--- config.mk ---
export PLATFORM = sky130hd
export DESIGN_NAME = interval_spray_timer_controller_core_flat
export DESIGN_NICKNAME = d
export VERILOG_FILES = /design/src/rtl/isct_pkg.sv /design/src/rtl/isct_ifs.sv /design/src/rtl/interval_spray_timer_controller_core.sv /design/src/flat_wrapper.sv
export VERILOG_INCLUDE_DIRS = /design/src /design/src/rtl
export SDC_FILE = /design/constraint.sdc
export NUM_CORES = 1
export LEC_CHECK = 0
export ABC_AREA = 1
export BUFFER_PORTS_ARGS = -buffer_cell sky130_fd_sc_hd__buf_2
export CAP_MARGIN = 20
export CORE_AREA = 3 3 138 140
export CTS_CLUSTER_DIAMETER = 150
export DETAILED_ROUTE_END_ITERATION = 8
export DIE_AREA = 0 0 141 143
export GPL_ROUTABILITY_DRIVEN = 0
export GPL_TIMING_DRIVEN = 1
export PLACE_DENSITY = 0.67
export SYNTH_ARGS = -nofsm -noshare
export SYNTH_HDL_FRONTEND = slang
export SYNTH_SLANG_ARGS = --single-unit
--- constraint.sdc ---
create_clock -name clk -period 8.9 [get_ports clk]
set_clock_uncertainty 0.15 [all_clocks]
set_input_delay 2.67 -clock clk [delete_from_list [all_inputs] [get_ports clk]]
set_output_delay 2.67 -clock clk [all_outputs]
set_load 0.05 [all_outputs]
--- src/rtl/interval_spray_timer_controller_core_assert.svh ---
// ----------------------------------------------------------------------------
// Assertion macros for the interval spray timer controller
// ----------------------------------------------------------------------------
`ifndef INTERVAL_SPRAY_TIMER_CONTROLLER_CORE_ASSERT_SVH
`define INTERVAL_SPRAY_TIMER_CONTROLLER_CORE_ASSERT_SVH

// Same-cycle implication, checked outside reset
`define ISCT_ASSERT_IMPL(name, clk, rst_n, ante, cons, msg) \
    name: assert property (@(posedge clk) disable iff (!rst_n) (ante) |-> (cons)) \
        else $error(msg);

// Next-cycle implication, checked outside reset
`define ISCT_ASSERT_NEXT(name, clk, rst_n, ante, cons, msg) \
    name: assert property (@(posedge clk) disable iff (!rst_n) (ante) |=> (cons)) \
        else $error(msg);

`endif

--- src/rtl/isct_pkg.sv ---
// ----------------------------------------------------------------------------
// isct_pkg
// Shared constants, types and helper functions of the spray timer controller.
// ----------------------------------------------------------------------------
package isct_pkg;

    localparam int unsigned MS_PER_SECOND      = 1000;
    localparam int unsigned SECONDS_PER_MINUTE = 60;
    localparam int unsigned MINUTES_MAX        = 99;

    localparam int unsigned MS_W     = 10;
    localparam int unsigned SEC_W    = 6;
    localparam int unsigned MIN_W    = 7;
    localparam int unsigned DUR_W    = 16;
    localparam int unsigned CFG_W    = 16;
    localparam int unsigned CFG_IDX_W = 3;
    localparam int unsigned LED_W    = 5;
    localparam int unsigned SEG_W    = 8;

    typedef enum logic [CFG_IDX_W-1:0] {
        CFG_INTERVAL_MINUTES = 3'd0,
        CFG_SPRAY_MS_LOW     = 3'd1,
        CFG_SPRAY_MS_MID     = 3'd2,
        CFG_SPRAY_MS_HIGH    = 3'd3,
        CFG_BOOST_MS         = 3'd4
    } cfg_idx_t;

    typedef enum logic [1:0] {
        LEVEL_IDLE = 2'd0,
        LEVEL_LOW  = 2'd1,
        LEVEL_MID  = 2'd2,
        LEVEL_HIGH = 2'd3
    } level_t;

    typedef struct packed {
        logic             spray_on;
        logic [LED_W-1:0] level_leds;
        logic             power_on;
        logic             heartbeat;
        logic [SEG_W-1:0] seg_tens;
        logic [SEG_W-1:0] seg_ones;
    } result_t;

    // Active-low seven-segment pattern for one decimal digit
    function automatic logic [SEG_W-1:0] seg_code(input logic [3:0] digit);
        logic [SEG_W-1:0] code;
        case (digit)
            4'd0:    code = 8'hc0;
            4'd1:    code = 8'hf9;
            4'd2:    code = 8'ha4;
            4'd3:    code = 8'hb0;
            4'd4:    code = 8'h99;
            4'd5:    code = 8'h92;
            4'd6:    code = 8'h82;
            4'd7:    code = 8'hf8;
            4'd8:    code = 8'h80;
            4'd9:    code = 8'h90;
            default: code = 8'hff;
        endcase
        return code;
    endfunction

    // Tens digit of a value up to 99: multiply by 103/1024
    function automatic logic [3:0] tens_digit(input logic [MIN_W-1:0] value);
        logic [13:0] prod;
        prod = 14'(value) * 14'd103;
        return prod[13:10];
    endfunction

endpackage

--- src/rtl/isct_ifs.sv ---
// ----------------------------------------------------------------------------
// isct channel interfaces
// Valid/ready channels for the per-millisecond button sample and the result.
// ----------------------------------------------------------------------------
interface isct_tick_if;
    logic valid;
    logic ready;
    logic level_button;
    logic boost_button;
    logic power_button;

    modport source (output valid, output level_button, output boost_button,
                    output power_button, input ready);
    modport sink   (input valid, input level_button, input boost_button,
                    input power_button, output ready);
endinterface

interface isct_status_if;
    logic       valid;
    logic       ready;
    logic       spray_on;
    logic [4:0] level_leds;
    logic       power_on;
    logic       heartbeat;
    logic [7:0] seg_tens;
    logic [7:0] seg_ones;

    modport source (output valid, output spray_on, output level_leds, output power_on,
                    output heartbeat, output seg_tens, output seg_ones, input ready);
    modport sink   (input valid, input spray_on, input level_leds, input power_on,
                    input heartbeat, input seg_tens, input seg_ones, output ready);
endinterface

--- src/rtl/interval_spray_timer_controller_core.sv ---
// The status of an accepted request stands on the output register in the next cycle.
// Throughput: one request per cycle while the sink takes each status; the next-state
// update of the timebase and spray counters is done in one pass between request and result.
// A request is taken while a finished status waits, as long as that status leaves.
// Reset (rst_n low, asynchronous) clears all counters, level, spray and button state
// and loads the register defaults; no clearing pass follows.
// ----------------------------------------------------------------------------
// interval_spray_timer_controller_core
// Millisecond timebase, level and boost spray control, seven-segment minutes.
// ----------------------------------------------------------------------------
module interval_spray_timer_controller_core (
    input  logic                          clk,
    input  logic                          rst_n,
    input  logic                          cfg_we,
    input  logic [isct_pkg::CFG_IDX_W-1:0] cfg_index,
    input  logic [isct_pkg::CFG_W-1:0]     cfg_data,
    isct_tick_if.sink                     tick,
    isct_status_if.source                 status
);
    import isct_pkg::*;

    `include "interval_spray_timer_controller_core_assert.svh"

    // configuration
    logic [MIN_W-1:0] interval_reg;
    logic [DUR_W-1:0] spray_low_reg;
    logic [DUR_W-1:0] spray_mid_reg;
    logic [DUR_W-1:0] spray_high_reg;
    logic [DUR_W-1:0] boost_reg;

    // state
    logic [MS_W-1:0]  ms_reg,        ms_next;
    logic [SEC_W-1:0] sec_reg,       sec_next;
    logic [MIN_W-1:0] min_reg,       min_next;
    level_t           level_reg,     level_next;
    logic [DUR_W-1:0] spray_left_reg, spray_left_next;
    logic             boosting_reg,  boosting_next;
    logic             prev_lvl_reg,  prev_pwr_reg;
    logic             power_reg,     power_next;
    logic             hb_reg,        hb_next;

    result_t          result_reg,    result_next;
    logic             out_valid_reg;

    logic             accept;
    logic [MS_W:0]    ms_inc;
    logic             sec_tick;
    logic [SEC_W-1:0] sec_inc;
    logic             min_tick;
    logic [3:0]       tens;
    logic [3:0]       ones;
    logic [MIN_W-1:0] tens_x10;

    assign tick.ready = !out_valid_reg || status.ready;
    assign accept     = tick.valid && tick.ready;

    always_ff @(posedge clk or negedge rst_n)
    begin
        if (!rst_n)
        begin
            interval_reg   <= MIN_W'(15);
            spray_low_reg  <= DUR_W'(1500);
            spray_mid_reg  <= DUR_W'(3000);
            spray_high_reg <= DUR_W'(6000);
            boost_reg      <= DUR_W'(15000);
        end
        else if (cfg_we)
        begin
            case (cfg_index)
                CFG_INTERVAL_MINUTES: interval_reg   <= cfg_data[MIN_W-1:0];
                CFG_SPRAY_MS_LOW:     spray_low_reg  <= cfg_data[DUR_W-1:0];
                CFG_SPRAY_MS_MID:     spray_mid_reg  <= cfg_data[DUR_W-1:0];
                CFG_SPRAY_MS_HIGH:    spray_high_reg <= cfg_data[DUR_W-1:0];
                CFG_BOOST_MS:         boost_reg      <= cfg_data[DUR_W-1:0];
                default:              ;
            endcase
        end
    end

    // timebase
    assign ms_inc   = {1'b0, ms_reg} + (MS_W+1)'(1);
    assign sec_tick = (ms_inc >= (MS_W+1)'(MS_PER_SECOND));
    assign sec_inc  = sec_reg + SEC_W'(1);
    assign min_tick = sec_tick && (sec_inc >= SEC_W'(SECONDS_PER_MINUTE));

    always_comb
    begin
        ms_next         = sec_tick ? '0 : ms_inc[MS_W-1:0];
        hb_next         = hb_reg ^ sec_tick;
        sec_next        = sec_reg;
        min_next        = min_reg;
        level_next      = level_reg;
        spray_left_next = spray_left_reg;
        boosting_next   = boosting_reg;
        power_next      = power_reg;

        if (sec_tick)
        begin
            sec_next = min_tick ? '0 : sec_inc;
        end
        if (min_tick && (min_reg < MIN_W'(MINUTES_MAX)))
        begin
            min_next = min_reg + MIN_W'(1);
        end

        if (spray_left_reg != '0)
        begin
            spray_left_next = spray_left_reg - DUR_W'(1);
            if ((spray_left_next == '0) && boosting_reg)
            begin
                boosting_next = 1'b0;
                level_next    = LEVEL_IDLE;
                min_next      = '0;
            end
        end
        else
        begin
            if (tick.level_button && !prev_lvl_reg)
            begin
                level_next = level_t'(level_reg + 2'd1);
            end
            if (tick.power_button && !prev_pwr_reg)
            begin
                power_next = !power_reg;
            end
            if (tick.boost_button)
            begin
                spray_left_next = boost_reg;
                boosting_next   = (boost_reg != '0);
                if (boost_reg == '0)
                begin
                    level_next = LEVEL_IDLE;
                    min_next   = '0;
                end
            end
            else if ((level_next != LEVEL_IDLE) && (min_next >= interval_reg))
            begin
                min_next = '0;
                case (level_next)
                    LEVEL_LOW: spray_left_next = spray_low_reg;
                    LEVEL_MID: spray_left_next = spray_mid_reg;
                    default:   spray_left_next = spray_high_reg;
                endcase
            end
        end
    end

    // status digits
    assign tens     = tens_digit(min_next);
    assign tens_x10 = MIN_W'({tens, 3'b000}) + MIN_W'({tens, 1'b0});
    assign ones     = 4'(min_next - tens_x10);

    always_comb
    begin
        result_next.spray_on   = (spray_left_next != '0);
        result_next.level_leds = boosting_next ? LED_W'(5'b10000)
                                               : (LED_W'(1) << level_next);
        result_next.power_on   = power_next;
        result_next.heartbeat  = hb_next;
        result_next.seg_tens   = seg_code(tens);
        result_next.seg_ones   = seg_code(ones);
    end

    always_ff @(posedge clk or negedge rst_n)
    begin
        if (!rst_n)
        begin
            ms_reg         <= '0;
            sec_reg        <= '0;
            min_reg        <= '0;
            level_reg      <= LEVEL_IDLE;
            spray_left_reg <= '0;
            boosting_reg   <= 1'b0;
            prev_lvl_reg   <= 1'b0;
            prev_pwr_reg   <= 1'b0;
            power_reg      <= 1'b0;
            hb_reg         <= 1'b0;
        end
        else if (accept)
        begin
            ms_reg         <= ms_next;
            sec_reg        <= sec_next;
            min_reg        <= min_next;
            level_reg      <= level_next;
            spray_left_reg <= spray_left_next;
            boosting_reg   <= boosting_next;
            prev_lvl_reg   <= tick.level_button;
            prev_pwr_reg   <= tick.power_button;
            power_reg      <= power_next;
            hb_reg         <= hb_next;
        end
    end

    always_ff @(posedge clk or negedge rst_n)
    begin
        if (!rst_n)
        begin
            out_valid_reg <= 1'b0;
        end
        else if (accept)
        begin
            out_valid_reg <= 1'b1;
        end
        else if (status.ready)
        begin
            out_valid_reg <= 1'b0;
        end
    end

    // hold the status while the sink stalls
    always_ff @(posedge clk)
    begin
        if (accept)
        begin
            result_reg <= result_next;
        end
    end

    assign status.valid      = out_valid_reg;
    assign status.spray_on   = result_reg.spray_on;
    assign status.level_leds = result_reg.level_leds;
    assign status.power_on   = result_reg.power_on;
    assign status.heartbeat  = result_reg.heartbeat;
    assign status.seg_tens   = result_reg.seg_tens;
    assign status.seg_ones   = result_reg.seg_ones;

    `ISCT_ASSERT_IMPL(a_boost_needs_spray, clk, rst_n, boosting_reg, spray_left_reg != '0, "boost flag set with no spray running")
    `ISCT_ASSERT_NEXT(a_accept_loads_status, clk, rst_n, accept, out_valid_reg, "accepted request left no status")
    `ISCT_ASSERT_IMPL(a_leds_onehot, clk, rst_n, out_valid_reg, $onehot(result_reg.level_leds), "level LEDs not one-hot")
    `ISCT_ASSERT_IMPL(a_minutes_capped, clk, rst_n, 1'b1, min_reg <= MIN_W'(MINUTES_MAX), "minute count above cap")

endmodule
--- src/flat_wrapper.sv ---
// flat-port wrapper written by rule: the top's interface ports become plain ports
module interval_spray_timer_controller_core_flat import isct_pkg::*;
  (clk, rst_n, cfg_we, cfg_index, cfg_data, tick_valid, tick_level_button, tick_boost_button, tick_power_button, tick_ready, status_valid, status_spray_on, status_level_leds, status_power_on, status_heartbeat, status_seg_tens, status_seg_ones, status_ready);
  isct_tick_if tick_i ();
  isct_status_if status_i ();
  input  logic clk;
  input  logic rst_n;
  input  logic cfg_we;
  input  logic [isct_pkg::CFG_IDX_W-1:0] cfg_index;
  input  logic [isct_pkg::CFG_W-1:0] cfg_data;
  input wire logic [$bits(tick_i.valid)-1:0] tick_valid;
  input wire logic [$bits(tick_i.level_button)-1:0] tick_level_button;
  input wire logic [$bits(tick_i.boost_button)-1:0] tick_boost_button;
  input wire logic [$bits(tick_i.power_button)-1:0] tick_power_button;
  output wire logic [$bits(tick_i.ready)-1:0] tick_ready;
  output wire logic [$bits(status_i.valid)-1:0] status_valid;
  output wire logic [$bits(status_i.spray_on)-1:0] status_spray_on;
  output wire logic [$bits(status_i.level_leds)-1:0] status_level_leds;
  output wire logic [$bits(status_i.power_on)-1:0] status_power_on;
  output wire logic [$bits(status_i.heartbeat)-1:0] status_heartbeat;
  output wire logic [$bits(status_i.seg_tens)-1:0] status_seg_tens;
  output wire logic [$bits(status_i.seg_ones)-1:0] status_seg_ones;
  input wire logic [$bits(status_i.ready)-1:0] status_ready;
  assign tick_i.valid = tick_valid;
  assign tick_i.level_button = tick_level_button;
  assign tick_i.boost_button = tick_boost_button;
  assign tick_i.power_button = tick_power_button;
  assign tick_ready = tick_i.ready;
  assign status_valid = status_i.valid;
  assign status_spray_on = status_i.spray_on;
  assign status_level_leds = status_i.level_leds;
  assign status_power_on = status_i.power_on;
  assign status_heartbeat = status_i.heartbeat;
  assign status_seg_tens = status_i.seg_tens;
  assign status_seg_ones = status_i.seg_ones;
  assign status_i.ready = status_ready;
  interval_spray_timer_controller_core u_core (.clk(clk), .rst_n(rst_n), .cfg_we(cfg_we), .cfg_index(cfg_index), .cfg_data(cfg_data), .tick(tick_i), .status(status_i));
endmodule
==> results of run 1 <==
routing by layer:
metal  up-vias  global-route usage (%)  part of all wire, %
met2       195                    31.7                   42
met3        28                    4.59                  5.6
met5         -                       0                    0
li1       3751                       -                    -
met4         0                    6.27                  1.4
met1      3370                    31.7                   51
through the flow:
| step | worst slack (ns) | cell area, um^2 | hold slack (ns) | instances |
|---|---|---|---|---|
| after floorplan | 0.630 | 8970 | 0.303 | 1123 |
| after global placement | 0.350 | 9400 | 0.317 | 1371 |
| after detailed placement | 0.192 | 9400 | 0.324 | 1371 |
| after CTS | 0.606 | 9980 | 0.340 | 1403 |
| after global routing | 0.0749 | 10000 | 0.355 | 1407 |
| final | 0.667 | 10000 | 0.334 | 1407 |
cells by family after synthesis:
kind of cell	after synthesis
other	1
adder cells (fa/ha/maj)	75
XOR/XNOR	23
AND/OR/NAND/NOR	478
flip-flops	140
AO/OA/AOI/OAI	214
buffers and inverters	181
multiplexers	10
how the worst min path moves through the flow:
stage,from,end,slack [ns],depth (start not counted)
2_1_floorplan,u_core.spray_high_reg[13],u_core.spray_high_reg[13],0.30,2
3_3_place_gp,u_core.spray_high_reg[13],u_core.spray_high_reg[13],0.32,2
3_5_place_dp,u_core.spray_high_reg[0],u_core.spray_high_reg[0],0.32,2
4_1_cts,u_core.spray_high_reg[3],u_core.spray_high_reg[3],0.34,2
5_1_grt,u_core.spray_low_reg[8],u_core.spray_low_reg[8],0.36,2
6_report,u_core.hb_reg,u_core.hb_reg,0.33,1
cells in the final DEF (no fill, tap or decap), types with 3 or more instances in the layout:
cell / count
a21oi_1: 30
a22o_1: 16
buf_2: 49
buf_4: 8
buf_8: 3
clkbuf_16: 17
dfrtp_1: 86
dfstp_2: 32
edfxtp_1: 22
fa_1: 7
ha_1: 68
inv_1: 137
inv_2: 4
inv_6: 4
inv_8: 4
mux2i_1: 10
nand2_1: 286
nand2_2: 13
nand2_4: 7
nand3_1: 60
nand3_2: 5
nand4_1: 13
nor2_1: 66
nor2_2: 5
nor2_4: 6
nor3_1: 7
o211ai_1: 3
o21ai_0: 146
o21ai_1: 4
o22ai_1: 4
xnor2_1: 4
xor2_1: 18
power by group:
part | total, mW | internal, mW | leakage [nW] | switching [mW]
Combinational | 1.04 | 0.343 | 3.25 | 0.694
Sequential | 0.936 | 0.819 | 1.65 | 0.116
Clock | 0.700 | 0.396 | 0.280 | 0.304
final cells by class:
| class | count | area [um^2] | share of cell area [%] |
|---|---|---|---|
| clock buffer | 18 | 429 | 4.27 |
| clock inverter | 14 | 149 | 1.48 |
| inverter | 143 | 539 | 5.37 |
| multi-input combinational | 802 | 4620 | 46.0 |
| sequential | 140 | 3650 | 36.4 |
| tap | 229 | 287 | 2.85 |
| timing repair buffer | 61 | 362 | 3.60 |
==> impl_metrics.toml, run 1 <==
[cells_and_area]
antenna_cells = 0
fin_nets = 1267
drive_above_1_share_pct = 14.6
final_core_util_pct = 55.9
nFillCells = 1717
syn_to_final_growth_pct = 12.0

[global_routing]
grt_pass1_wl_um = 34900
overflow = 0
grt_pass1_vias = 7112
antenna_found_initial = 0
track_usage_pct = 21.4
grt_start_max_net_pins = 65

[power]
pwr_density_cell_nw_per_um2 = 266
power_mw = 2.67
vdd_drop_max_v = 0.000158
leakagePower_nw = 5.18

[routing]
drtAntennaViolNets = 0
via_per_inst = 5.22
dr.first_iter.drc_count = 557
wl_per_cell_um = 14.5
routed_wirelength_um = 20400
drt_pass1_iterations = 6
drc = 0
vias = 7344

[clock_network]
cts_buffer_depth = 2
path_clk_slew_ns = 0.06
clkSinkCount = 140
hold_buffers = 0
cts_buffers = 17
cts_tree = "built"
insertion_delay_ns = 0.43
post_cts_buffers = 0
cts_resized = 0
cts_max_level = 4
clock-root-buffer = "clkbuf_16"

[timing]
period_needed_ns = 8.23
rsz0062_at_grt = "no"
worst_pin_slew_ns = 1.05
drv_slew = 0
fin_tns_setup_ns = 0
hold_viol = 0
fmax_ghz = 0.121
report.final.setup_viol = 0
slew_headroom_pct = 30.1
fin_crit_sh_pct = 92.5

[setup_path]
crit_path_frequent_cell = "inv_1"
crit_fanout = 8
cp_data_required_time_ns = 8.93
critPathArrivalTime_ns = 8.26
cp-end-kind = "flip-flop"
cpMaxStageDelayCell = "fa_1"
crit_family = "adder cells"
reg2regPathDepth = 42
crit_type = "in2reg"
max_stage_delay_ns = 0.49
r2r-end = "u_core.status.seg_ones[5]"
crit_path_end = "u_core.status.seg_ones[5]"
crit_buf_inv = 10
timing.rr.start = "u_core.ms_reg[0]"
cp.depth = 35
r2r_setup_slack_ns = 0.95
critPathLaunchType = "input pin"
crit_start = "tick_level_button"

[floorplanning]
die_h_um = 143
rows = 49
die_w_um = 141
dieArea_um2 = 20200
coreArea_um2 = 18000
start_util_pct = 49.9
io_pins = 53

[placement]
io_buffers = 50
dp_hpwl_um = 14600

[synth]
synth_area_um2 = 8960
synth-seq-area-share_pct = 40.8
synthAdderAreaFrac_pct = 11.1
synth_seq_cells = 140
synth-simple-area-share_pct = 23.9
syn_avg_cell_area_um2 = 7.99
yosys_warnings = 0
async_flop_share_pct = 84.3
synth_ff_type = "dfrtp_1"
synth_top_family_by_area = "simple AND/OR/NAND/NOR gates"
synth.distinct_cells = 50
ys_top_cells_by_count = "287 x nand2_1, 146 x o21ai_0, 138 x inv_1"
synth_top_area_share_pct = 24.0
synth.area.mux_share_pct = 1.12
synth.area.top_cells = "dfrtp_1 24%, nand2_1 12%, ha_1 9.5%"
yosysTopAreaCell = "dfrtp_1"
synth_most_common_cell = "nand2_1"
synth_edf_count = 22
syn_inst = 1122
synth_compound_area_share_pct = 13.1
synth_xor_area_share_pct = 2.25

[worst_hold_path]
hold_path.class = "reg2reg"

[job]
drv_cap = 0

[outcome]
outcome = "finished, final reports clean"
Note: power is estimated with default switching activity, not from simulation.
==> run 2, diff against run 1 <==
ABC_AREA = 0   (was 1)
PLACE_DENSITY = 0.66   (was 0.67)
==> run 2 against run 1 <==
  * Maximum frequency shrank 4.0%
  * Clock power up 2%
  * Synthesized cell count decreased by 22%
  * Wire length shrank 1.1%
==> impl_metrics.toml, run 2 <==
[clock_network]
path_clk_slew_ns = 0.06
clkSinkCount = 140
cts_max_level = 4
clock-root-buffer = "clkbuf_16"
insertion_delay_ns = 0.44
cts_buffers = 17
cts_buffer_depth = 2
cts_tree = "built"

[cells_and_area]
layout_commonest_cell = "nand2_1"
antenna_cells = 0
final_core_util_pct = 58.9
drive_above_1_share_pct = 32.4
syn_to_final_growth_pct = 19.4
nFillCells = 1529
layout_common_cells = "100 x nand2_1, 86 x dfrtp_1, 77 x mux2_2"
fin_nets = 1071

[routing]
drc = 0
drt_pass1_iterations = 5
vias = 6813
via_per_inst = 5.63
wl_per_cell_um = 16.6
dr.first_iter.drc_count = 382
drtAntennaViolNets = 0
routed_wirelength_um = 20100

[floorplanning]
rows = 49
start_util_pct = 49.4
die_w_um = 141
coreArea_um2 = 18000
io_pins = 53
die_h_um = 143
dieArea_um2 = 20200

[synth]
synth_edf_count = 22
synth_ff_type = "dfrtp_1"
yosysTopAreaCell = "dfrtp_1"
synth_top_area_share_pct = 24.3
yosys_warnings = 0
synth-seq-area-share_pct = 41.2
syn_avg_cell_area_um2 = 10.2
synth.distinct_cells = 77
async_flop_share_pct = 84.3
synth.area.top_cells = "dfrtp_1 24%, mux2_2 9.8%, ha_1 9.6%"
synth_most_common_cell = "nand2_1"
ys_top_cells_by_count = "101 x nand2_1, 86 x dfrtp_1, 77 x mux2_2"
syn_inst = 872
synth_area_um2 = 8870
synth_seq_cells = 140

[setup_path]
crit_fanout = 8
cp-end-kind = "flip-flop"
cp_data_required_time_ns = 8.94
crit_type = "in2reg"
critPathArrivalTime_ns = 8.62
max_stage_delay_ns = 0.51
critPathLaunchType = "input pin"
cpMaxStageDelayCell = "fa_1"

[global_routing]
track_usage_pct = 20.6
grt_pass1_vias = 6612
grt_pass1_wl_um = 33400
grt_start_max_net_pins = 71
antenna_found_initial = 0
overflow = 0

[power]
pwr_density_cell_nw_per_um2 = 243
leakagePower_nw = 4.75
vdd_drop_max_v = 0.000215
power_mw = 2.57

[timing]
fin_crit_sh_pct = 96.4
drv_slew = 0
hold_viol = 0
slew_headroom_pct = 31.3
period_needed_ns = 8.58
fmax_ghz = 0.117
report.final.setup_viol = 0
worst_pin_slew_ns = 1.03
rsz0062_at_grt = "yes"

[outcome]
outcome = "finished, final reports clean"

[placement]
dp_hpwl_um = 14400
io_buffers = 50

[job]
drv_cap = 0

[worst_hold_path]
hold_path.class = "reg2reg"
## run 2: kinds of logic after synthesis
logic type	after synthesis	synth area share, %
compound gates	187	13.7
xor+xnor	33	3.71
fa+ha+maj	75	11.2
buf+inv	87	3.84
flops	140	41.2
mux	100	12.4
other cells	1	0.0423
simple gates	249	13.9
## run 2: final cells by class
type	instances	area [um^2]	area share [%]
Multi-Input combinational cell	646	5100	48.2
Sequential cell	140	3650	34.5
Timing Repair Buffer	116	766	7.23
Clock buffer	17	425	4.02
Tap cell	229	287	2.71
Inverter	48	183	1.73
Clock inverter	15	170	1.61
## run 2: critical path: cells and delay by family
| kind | cells | cell delay [ns] |
|---|---|---|
| XOR/XNOR | 4 | 0.77 |
| AO/OA/AOI/OAI | 8 | 1.38 |
| AND/OR/NAND/NOR | 8 | 0.93 |
| multiplexers | 1 | 0.31 |
| adder cells (fa/ha/maj) | 7 | 2.15 |
| buffers and inverters | 6 | 0.43 |
## run 2: metal layers
metal	global-route usage (%)	vias up	part of all wire, %	routed length [um]
met5	0	-	0	0
met4	5.71	0	1.6	323
met3	3.99	25	4.6	923
met2	34.1	170	48	9600
met1	27.9	3302	46	9280
li1	-	3316	-	-
## run 2: path summary, 6_finish.rpt
check,from,end,slack (ns),cells past startpoint
worst max register to register,u_core.ms_reg[0],u_core.status.seg_ones[4],0.58,38
max in group asynchronous,rst_n,u_core.spray_left_reg[6],5.19,2
worst min-delay path,u_core.prev_pwr_reg,u_core.prev_pwr_reg,0.32,2
worst min register to register,u_core.prev_pwr_reg,u_core.prev_pwr_reg,0.32,2
worst max-delay path,tick_level_button,u_core.status.seg_ones[4],0.32,34
min in group asynchronous,rst_n,u_core.status.valid,2.08,1
## run 2: where the power goes
group          total (mW)  internal [mW]  switching, mW
sequential          0.952          0.823          0.128
combinational       0.904          0.403          0.501
clock               0.717          0.400          0.316
total                2.57           1.63          0.945
## run 2: stage by stage
step	hold WS [ns]	setup slack, ns	area (um^2)	instances	TNS, ns
3_5_place_dp	0.311	-0.320	9810	1172	-2.07
6_report	0.323	0.322	10600	1211	0
3_3_place_gp	0.298	-0.200	9810	1172	-1.20
5_1_grt	0.346	-0.0318	10600	1211	-0.0616
2_1_floorplan	0.287	-0.343	9000	873	-1.15
4_1_cts	0.325	0.133	10400	1204	0
## run 2: what timing repair did
| action | 4_1_cts | 5_1_grt |
|---|---|---|
| endpoints found under the setup margin | 0 | 7 |
| hold buffers | 0 | 0 |
| gates resized for setup | 0 | 25 |
| buffers inserted | 0 | 7 |
